File: config.mk
export PLATFORM = sky130hd
export DESIGN_NAME = rrbc_bank
export DESIGN_NICKNAME = d
export VERILOG_FILES = /design/src/hw/rtl/rrbc_pkg.sv /design/src/hw/rtl/rrbc_bank.sv
export SDC_FILE = /design/constraint.sdc
export NUM_CORES = 1
export LEC_CHECK = 0
export ABC_AREA = 1
export BUFFER_PORTS_ARGS = -buffer_cell sky130_fd_sc_hd__buf_2
export CAP_MARGIN = 30
export CORE_ASPECT_RATIO = 0.6
export CORE_MARGIN = 3
export CORE_UTILIZATION = 35
export DETAILED_ROUTE_END_ITERATION = 10
export PLACE_DENSITY_LB_ADDON = 0.2
export REMOVE_ABC_BUFFERS = 1
export SYNTH_ARGS = -nofsm -noshare
export SYNTH_HDL_FRONTEND = slang
export SYNTH_SLANG_ARGS = --single-unit
File: constraint.sdc
create_clock -name clk -period 1.43 [get_ports clk]
set_clock_uncertainty 0.1 [all_clocks]
set_input_delay 0.286 -clock clk [delete_from_list [all_inputs] [get_ports clk]]
set_output_delay 0.286 -clock clk [all_outputs]
set_load 0.05 [all_outputs]
File: src/hw/rtl/rrbc_pkg.sv
// Shared types and constants for the ROM/RAM bank controller.
package rrbc_pkg;

    localparam int RAM_BANK_BITS_DEF = 13;
    localparam int RAM_BANKS_DEF     = 4;

    localparam int ROM_ADDR_W = 21;
    localparam int BUS_ADDR_W = 16;
    localparam int BYTE_W     = 8;
    localparam int CFG_IDX_W  = 2;
    localparam int CFG_DATA_W = 4;
    localparam int IN_TDATA_W  = 32;
    localparam int OUT_TDATA_W = 32;

    localparam logic [CFG_IDX_W-1:0] CFG_ROM_SIZE = CFG_IDX_W'(0);
    localparam logic [CFG_IDX_W-1:0] CFG_RAM_SIZE = CFG_IDX_W'(1);

    typedef enum logic [1:0] {
        OP_ROM_READ = 2'd0,
        OP_REG_WRITE = 2'd1,
        OP_RAM_READ = 2'd2,
        OP_RAM_WRITE = 2'd3
    } op_t;

    // Result of one access, except the byte that comes back from the RAM.
    typedef struct packed {
        logic [ROM_ADDR_W-1:0] rom_address;
        logic                  rom_fetch;
        logic                  unmapped;
        logic                  from_ram;
        logic [BYTE_W-1:0]     fixed_data;
    } bank_res_t;

endpackage

File: src/hw/rtl/rrbc_bank.sv
// Bank registers, configuration registers and address translation.
module rrbc_bank #(
    parameter int RAM_BANK_BITS = 13,
    parameter int RAM_BANKS     = 4,
    parameter int IDX_W         = 15
) (
    input  logic                           clk,
    input  logic                           rst_n,
    input  logic                           cfg_we,
    input  logic [rrbc_pkg::CFG_IDX_W-1:0]  cfg_index,
    input  logic [rrbc_pkg::CFG_DATA_W-1:0] cfg_data,
    input  logic                           accept,
    input  rrbc_pkg::op_t                  opcode,
    input  logic [rrbc_pkg::BUS_ADDR_W-1:0] address,
    input  logic [rrbc_pkg::BYTE_W-1:0]     write_data,
    output rrbc_pkg::bank_res_t            res,
    output logic                           ram_we,
    output logic                           ram_re,
    output logic [IDX_W-1:0]               ram_index
);

    import rrbc_pkg::*;

    localparam logic [BUS_ADDR_W-1:0] RAM_EN_LAST   = 16'h1fff;
    localparam logic [BUS_ADDR_W-1:0] ROM_BANK_LAST = 16'h3fff;
    localparam logic [BUS_ADDR_W-1:0] UPPER_LAST    = 16'h5fff;
    localparam logic [BUS_ADDR_W-1:0] MODE_LAST     = 16'h7fff;
    localparam logic [BUS_ADDR_W-1:0] HIGH_WINDOW   = 16'h4000;

    localparam logic [2:0] RAM_BANKS_C = 3'(RAM_BANKS);

    logic [3:0] rom_size_code_reg, rom_size_code_next;
    logic [2:0] ram_size_code_reg, ram_size_code_next;
    logic       ram_on_reg, ram_on_next;
    logic [6:0] rom_bank_reg, rom_bank_next;
    logic [1:0] ram_bank_reg, ram_bank_next;
    logic       mode_reg, mode_next;

    logic [3:0] code_clamped;
    logic [9:0] bank_mask;
    logic [4:0] low_bits;
    logic [1:0] hi_bank_bits;
    logic [6:0] read_bank;
    logic [1:0] ram_bank_sel;

    always_comb
    begin
        code_clamped = (rom_size_code_reg > 4'd8) ? 4'd8 : rom_size_code_reg;
        bank_mask    = (10'd2 << code_clamped) - 10'd1;
        low_bits     = (write_data[4:0] == 5'd0) ? 5'd1 : write_data[4:0];
        hi_bank_bits = (code_clamped == 4'd5) ? {1'b0, write_data[0]} : write_data[1:0];

        if (!mode_reg || RAM_BANKS == 1)
        begin
            ram_bank_sel = 2'd0;
        end
        else if ({1'b0, ram_bank_reg} >= RAM_BANKS_C)
        begin
            ram_bank_sel = 2'((3'({1'b0, ram_bank_reg}) - RAM_BANKS_C));
        end
        else
        begin
            ram_bank_sel = ram_bank_reg;
        end

        ram_index = IDX_W'({ram_bank_sel, address[RAM_BANK_BITS-1:0]});
        ram_we    = accept && (opcode == OP_RAM_WRITE) && ram_on_reg;
        ram_re    = accept && (opcode == OP_RAM_READ) && ram_on_reg;

        if (address < HIGH_WINDOW)
        begin
            read_bank = mode_reg ? (rom_bank_reg & 7'h60) : 7'd0;
        end
        else
        begin
            read_bank = rom_bank_reg;
        end

        res.rom_address = '0;
        res.rom_fetch   = 1'b0;
        res.unmapped    = 1'b0;
        res.from_ram    = 1'b0;
        res.fixed_data  = '0;

        rom_size_code_next = rom_size_code_reg;
        ram_size_code_next = ram_size_code_reg;
        ram_on_next        = ram_on_reg;
        rom_bank_next      = rom_bank_reg;
        ram_bank_next      = ram_bank_reg;
        mode_next          = mode_reg;

        if (cfg_we)
        begin
            if (cfg_index == CFG_ROM_SIZE)
            begin
                rom_size_code_next = cfg_data;
            end
            else if (cfg_index == CFG_RAM_SIZE)
            begin
                ram_size_code_next = cfg_data[2:0];
            end
        end

        case (opcode)
            OP_ROM_READ:
            begin
                res.rom_address = {read_bank, address[13:0]};
                res.rom_fetch   = 1'b1;
            end
            OP_REG_WRITE:
            begin
                if (address <= RAM_EN_LAST)
                begin
                    if (accept)
                    begin
                        ram_on_next = (write_data[3:0] == 4'ha);
                    end
                end
                else if (address <= ROM_BANK_LAST)
                begin
                    if (accept)
                    begin
                        rom_bank_next = ((rom_bank_reg & 7'h60) | {2'b00, low_bits})
                                        & bank_mask[6:0];
                    end
                end
                else if (address <= UPPER_LAST)
                begin
                    if (accept && code_clamped >= 4'd5)
                    begin
                        rom_bank_next = {hi_bank_bits, rom_bank_reg[4:0]};
                    end
                    if (accept && (ram_size_code_reg inside {[3'd3:3'd5]}))
                    begin
                        ram_bank_next = write_data[1:0];
                    end
                end
                else if (address <= MODE_LAST)
                begin
                    if (accept)
                    begin
                        mode_next = write_data[0];
                    end
                end
                else
                begin
                    res.unmapped = 1'b1;
                end
            end
            OP_RAM_READ:
            begin
                res.from_ram   = ram_on_reg;
                res.fixed_data = ram_on_reg ? 8'h00 : 8'hff;
            end
            default:
            begin
            end
        endcase
    end

    always_ff @(posedge clk or negedge rst_n)
    begin
        if (!rst_n)
        begin
            rom_size_code_reg <= '0;
            ram_size_code_reg <= '0;
            ram_on_reg        <= 1'b0;
            rom_bank_reg      <= 7'd1;
            ram_bank_reg      <= '0;
            mode_reg          <= 1'b0;
        end
        else
        begin
            rom_size_code_reg <= rom_size_code_next;
            ram_size_code_reg <= ram_size_code_next;
            ram_on_reg        <= ram_on_next;
            rom_bank_reg      <= rom_bank_next;
            ram_bank_reg      <= ram_bank_next;
            mode_reg          <= mode_next;
        end
    end

endmodule

==> metrics, run 1 <==
outcome=complete, but fails checks; violated checks=setup timing; Hold Path Class=in2reg; die area=0.00457 mm2; Yosys warning total=0; Slew headroom=0.725; Most used DFF post-synth=dfrtp_1; Slew @ Worst Pin=0.412 ns; initial detailed-routing violation count=74; reg-to-reg startpoint=rom_size_code_reg[2]; diode count=0; critical path launch point type=input pin; EDFF count, synth=0; largest net degree at the start of global routing=19; final critical-path required period=1.57 ns; Fmax achieved=637 MHz; Final Max Slew Viols=0; via count=1464; sequential share of power=0.341; Final nets=313; drt drc=0; Cells after Synth=196; CP Max Fanout=4; HP Start=cfg_data[3]; CTS max path bufs=2; vias in the first global route=1177; Worst R2R End=rom_bank_reg[2]; commonest non-fill, non-tap cell in the layout=buf_2; RSZ-0062 raised after global routing=yes; Vias/cell=4.58; Crit Path Class=in2out; gr busiest metal=met1; met1 usage=0.248; Setup Viol. Count Final=27; post-synth cell types=23; r2r setup slk=0.09 ns; worst hold path cell count=3; WHS Endpoint=rom_size_code_reg[3]; synthesis-to-layout area growth=68.0%; final worst setup slack=-0.141 ns; share of layout cells above drive strength 1=0.524; Rows=16; routed len/inst=12.8 um; core area=0.00342 mm2; combinational share of power=0.451; DP Cell Count=312; Initial DRT Pass Iterations=4; syn_area_per_cell=6.73 um2; initial core utilization=0.386; clock slew at reported path FFs=0.07 ns; CTS tree=done; initial antenna violation count=0; most frequent cells in the layout=buf_2 (43), nand2_1 (33), inv_1 (30), buf_6 (27), dfrtp_1 (16); Switching Power=0.847 mW; Layout Cells excl Fill=320; WL final=4090 um; Clock Power Share=0.208; Hold Vio Cnt, Final=0; Buffers on Ports=81; GP Congestion=0.895; max reg flops=7; Die W=85.3 um; Sw Ratio=0.417; Critical Path AT=1.18 ns; Max Cap Viol=0; Max rail drop VDD=538 uV; Critical Path RT=1.04 ns; Post-DRT Antenna Nets=0; Overflow after GRT=0; TritonCTS buffer count=3; Pint=1.19 mW; Total GRT Usage=0.163; Leakage Power=1.18 nW; post-synthesis sequential area ratio=0.342; Post-synth ARST share=1.00; worst hold slack=0.171 ns; Final Cycle Share=1.10; CP Capture Type=primary output; htree depth=1; dpl hpwl=2900 um; PwrDens=917 mW/mm2; M3 GR Usage=0.0413; first-pass GRT wire length=5750 um; I/O Pins=85; CTS Sinks=18; synthesized area=0.00132 mm2; die height=53.6 um; Root Buffer=clkbuf_8; clk_lat worst skew=0.26 ns; Seq cells post-synth=18; met2 Resource Use GR=0.224; Worst Reg2Reg Path Length in Cells=5
## area by class of cell
class | instances | area [um2]
Fill cell | 297 | 1210
Timing Repair Buffer | 95 | 785
Multi-Input combinational cell | 119 | 716
Sequential cell | 18 | 453
Inverter | 38 | 145
Tap cell | 45 | 56.3
Clock buffer | 4 | 55.1
Timing Repair inverter | 1 | 7.51
## per-stage QoR
stage | cell area (um2) | TNS [ns] | setup slack (ns) | util | power (mW)
floorplan | 1160 | -58.58 | -4.25 | - | 1.10
global placement | 1700 | -2.42 | -0.144 | 0.497 | 1.40
detailed placement | 1700 | -2.40 | -0.144 | 0.497 | 1.40
CTS | 2030 | -1.50 | -0.0837 | 0.594 | 1.93
global route | 2220 | -3.42 | -0.180 | 0.648 | 2.14
finish | 2220 | -2.45 | -0.141 | 0.648 | 2.03
## critical path, cell delays in order
cell and delay (ns):
buf_8 0.10, nor2_4 0.20, buf_4 0.15, buf_6 0.11, nand2_1 0.06, nor2_2 0.11, buf_6 0.17
## cell usage after synthesis, types with 2 or more instances
library cell	number	area share
nor3_1	8	0.030
nand3_1	7	0.027
o21ai_0	15	0.057
dfrtp_1	17	0.32
buf_4	20	0.11
nor2_1	34	0.097
inv_2	2	0.0057
nand3b_1	3	0.017
nand2_2	2	0.0095
inv_1	36	0.10
nand2_1	35	0.10
a21oi_1	6	0.023
## how the worst max path moves through the flow
| stage | start | to | slack, ns | cells after the start |
|---|---|---|---|---|
| 2_1_floorplan | opcode[0] | res[0] | -4.25 | 3 |
| 3_3_place_gp | opcode[1] | res[12] | -0.14 | 6 |
| 3_5_place_dp | opcode[1] | res[24] | -0.14 | 6 |
| 4_1_cts | ram_on_reg | res[1] | -0.08 | 3 |
| 5_1_grt | ram_on_reg | ram_we | -0.18 | 3 |
| 6_report | opcode[1] | res[30] | -0.14 | 7 |
## routing by layer
layer  routed length [um]  part of all wire
met1                 1880              0.46
met2                 1900              0.47
met3                  254             0.062
met4                   48             0.012
met5                    0                 0
## cells by family (layout without fill, tap and decap cells)
group	after synthesis	count (layout)	synth area share
and+or+nand+nor	94	94	0.321
buffers and inverters	59	138	0.230
AOI/OAI and AO/OA	23	23	0.0900
DFF	18	18	0.342
adders and majority gates	1	1	0.00948
xor gates and xnor gates	1	1	0.00664
## power groups by stage
| stage | Combinational, mW | Sequential, mW | Clock, mW |
|---|---|---|---|
| 2_1_floorplan | 0.435 | 0.667 | 0 |
| 6_report | 0.917 | 0.693 | 0.422 |
| 5_1_grt | 0.988 | 0.705 | 0.450 |
| 3_5_place_dp | 0.724 | 0.681 | 0 |
| 4_1_cts | 0.820 | 0.676 | 0.432 |
| 3_3_place_gp | 0.719 | 0.680 | 0 |
## what timing repair did
| action | in CTS | in global routing |
|---|---|---|
| gates resized for setup | 84 | 52 |
| cloned | 1 | 0 |
| hold buffers | 1 | 0 |
| hold endpoints to repair | 17 | 0 |
| pin swaps | 4 | 5 |
| setup buffers | 0 | 2 |
| setup endpoints to repair | 32 | 38 |
Power figures use the tool's default switching activity.
==> run 2, diff against run 1 <==
--- a/config.mk
+++ b/config.mk
@@ -9,7 +9,7 @@
 export BUFFER_PORTS_ARGS = -buffer_cell sky130_fd_sc_hd__buf_2
 export CAP_MARGIN = 30
 export CORE_ASPECT_RATIO = 0.6
-export CORE_MARGIN = 3
+export CORE_MARGIN = 2
 export CORE_UTILIZATION = 35
 export DETAILED_ROUTE_END_ITERATION = 10
 export PLACE_DENSITY_LB_ADDON = 0.2
==> run 2 against run 1 <==
Against the previous run:
- combinational power shrank 4.8%
- sequential power shrank 0.9%
- via count is 2.5% lower
- worst setup slack got worse by 0.0050 ns
- fmax is 0.32% lower
- the run still ends with setup timing left
- clock power about the same
- clock-buffer cell count stayed put
- power down 2.5%
- sequential share of layout area up 0.88 points
- cell area shrank 4.1%
- die area fell by 6.0%
- largest cell class unchanged
- critical path depth down 2
==> metrics, run 2 (synthesis results as in run 1) <==
outcome=complete, but fails checks (unchanged); violated checks=setup timing (unchanged); Sw Ratio=0.412 (was 0.417); initial antenna violation count=0 (unchanged); Post-DRT Antenna Nets=0 (unchanged); PwrDens=932 mW/mm2 (was 917 mW/mm2); Slew headroom=0.732 (was 0.725); Crit Path Class=in2out (unchanged); critical-path cell list=buf_8, nor2_4, clkinvlp_4, nor3_2, buf_6 (was buf_8, nor2_4, buf_4, buf_6, nand2_1, nor2_2, buf_6); CP peak stage delay=0.25 ns (was 0.20 ns); CP Max Fanout=5 (was 4); clk_lat worst skew=0.25 ns (was 0.26 ns); first-pass GRT wire length=5710 um (was 5750 um); Hold Path Class=in2reg (unchanged); WL final=3660 um (was 4090 um); core area=0.00364 mm2 (was 0.00342 mm2); commonest non-fill, non-tap cell in the layout=buf_2 (unchanged); dpl hpwl=2780 um (was 2900 um); clock slew at reported path FFs=0.07 ns (about the same); placed cell areas=0.00172 mm2 (was 0.00170 mm2); post-route cell area=0.00213 mm2 (was 0.00222 mm2); htree depth=1 (unchanged); Max rail drop VDD=552 uV (was 538 uV); Tot Pwr=1.98 mW (was 2.03 mW); share of layout cells above drive strength 1=0.464 (was 0.524); diode count=0 (unchanged); Hold Vio Cnt, Final=0 (unchanged); Root Buffer=clkbuf_8 (unchanged); initial detailed-routing violation count=77 (was 74); slowest stage cell, crit path=clkinvlp_4 (was nor2_4); Critical Path RT=1.04 ns (about the same); critical path launch point type=input pin (unchanged); Die W=83.3 um (was 85.3 um); Final Cycle Share=1.10 (about the same); Final nets=314 (was 313); die height=51.6 um (was 53.6 um); vias in the first global route=1212 (was 1177); combinational share of power=0.441 (was 0.451); RSZ-0062 raised after global routing=yes (unchanged); drt drc=0 (unchanged); TritonCTS buffer count=3 (unchanged); sequential share of power=0.346 (was 0.341); Buffers on Ports=81 (unchanged); via count=1428 (was 1464); Clock Power Share=0.213 (was 0.208); Final Max Slew Viols=0 (unchanged); Critical Path AT=1.19 ns (was 1.18 ns); I/O Pins=85 (unchanged); Fmax achieved=635 MHz (was 637 MHz); r2r setup slk=0.08 ns (was 0.09 ns); Rows=17 (was 16); CP Capture Type=primary output (unchanged); Vias/cell=4.42 (was 4.58); CTS max path bufs=2 (unchanged); Switching Power=0.817 mW (was 0.847 mW); initial core utilization=0.363 (was 0.386); final critical-path required period=1.58 ns (was 1.57 ns); Leakage Power=1.18 nW (about the same); CTS tree=done (unchanged); final worst setup slack=-0.146 ns (was -0.141 ns); WP buf/inv=3 (was 4); Initial DRT Pass Iterations=4 (unchanged); Slew @ Worst Pin=0.402 ns (was 0.412 ns); CTS Sinks=18 (unchanged); Setup Viol. Count Final=29 (was 27); synthesis-to-layout area growth=61.0% (was 68.0%); Total GRT Usage=0.167 (was 0.163); max reg flops=7 (unchanged); Pint=1.16 mW (was 1.19 mW); routed len/inst=11.3 um (was 12.8 um); CP top delay family=buffers and inverters (unchanged); most frequent cells in the layout=buf_2 (43), nand2_1 (34), inv_1 (33), nor2_1 (26) (was buf_2 (43), nand2_1 (33), inv_1 (30), buf_6 (27), dfrtp_1 (16)); largest net degree at the start of global routing=19 (unchanged); Overflow after GRT=0 (unchanged); die area=0.00429 mm2 (was 0.00457 mm2); final core utilization=0.584 (was 0.648); GP Congestion=0.858 (was 0.895); post-route setup TNS=-2.14 ns (was -2.45 ns); Max Cap Viol=0 (unchanged)
-- run 2: changes by cell type in the layout (fill, tap and decap cells not counted), moves of 2 or more --
cell | before | now
inv_2 | 7 | 5
buf_6 | 27 | 20
nor2_1 | 13 | 26
nor2_2 | 12 | 5
inv_1 | 30 | 33
nor2_4 | 10 | 4
buf_4 | 12 | 20
-- run 2: cell type report --
type / instances / area [um2]
clock buffer: 4 / 55.1
inverter: 38 / 143
sequential: 18 / 453
multi-input combinational: 119 / 651
tap: 47 / 58.8
timing repair inverter: 1 / 7.51
fill: 333 / 1510
timing repair buffer: 96 / 758
-- run 2: timing repair --
item | 4_1_cts | 5_1_grt
gates cloned | 1 | 0
pin swaps | 4 | 2
buffers inserted | 0 | 1
endpoints found under the setup margin | 32 | 36
resized for setup | 65 | 38
hold endpoints to repair | 17 | 0
hold buffers | 1 | 0
-- run 2: power by group through the flow --
stage / logic [mW] / registers [mW] / clock network [mW]
detailed placement: 0.725 / 0.681 / 0
global placement: 0.721 / 0.680 / 0
floorplan: 0.435 / 0.667 / 0
global route: 0.942 / 0.700 / 0.453
CTS: 0.811 / 0.675 / 0.433
finish: 0.873 / 0.687 / 0.422
-- run 2: through the flow --
| step | setup slack (ns) | cells | hold WS, ns |
|---|---|---|---|
| final | -0.146 | 323 | 0.176 |
| after global routing | -0.205 | 323 | 0.200 |
| after CTS | -0.0751 | 322 | 0.171 |
| after detailed placement | -0.136 | 316 | 0.143 |
| after global placement | -0.121 | 316 | 0.139 |
| after floorplan | -4.25 | 175 | -0.110 |
-- run 2: layer usage --
layer / global-route usage / vias to the layer above / share of wire
li1: - / 744 / -
met1: 0.257 / 629 / 0.50
met2: 0.242 / 51 / 0.43
met3: 0.0397 / 4 / 0.065
met4: 0.0246 / 0 / 0.0046
met5: 0 / - / 0
-- run 2: final timing paths --
| path | from | endpoint | depth (start not counted) |
|---|---|---|---|
| worst max-delay path | opcode[0] | res[29] | 5 |
| worst min-delay path | cfg_data[3] | rom_size_code_reg[3] | 3 |
| worst max register to register | rom_size_code_reg[2] | rom_bank_reg[2] | 5 |
| worst min register to register | rom_bank_reg[6] | rom_bank_reg[6] | 2 |
| max in group asynchronous | rst_n | rom_bank_reg[0] | 2 |
| min in group asynchronous | rst_n | rom_size_code_reg[1] | 2 |
-- run 2: tightest hold or removal path, cell delays in order --
cell	delay, ns
buf_2	0.07
nor2_1	0.03
a21oi_1	0.10
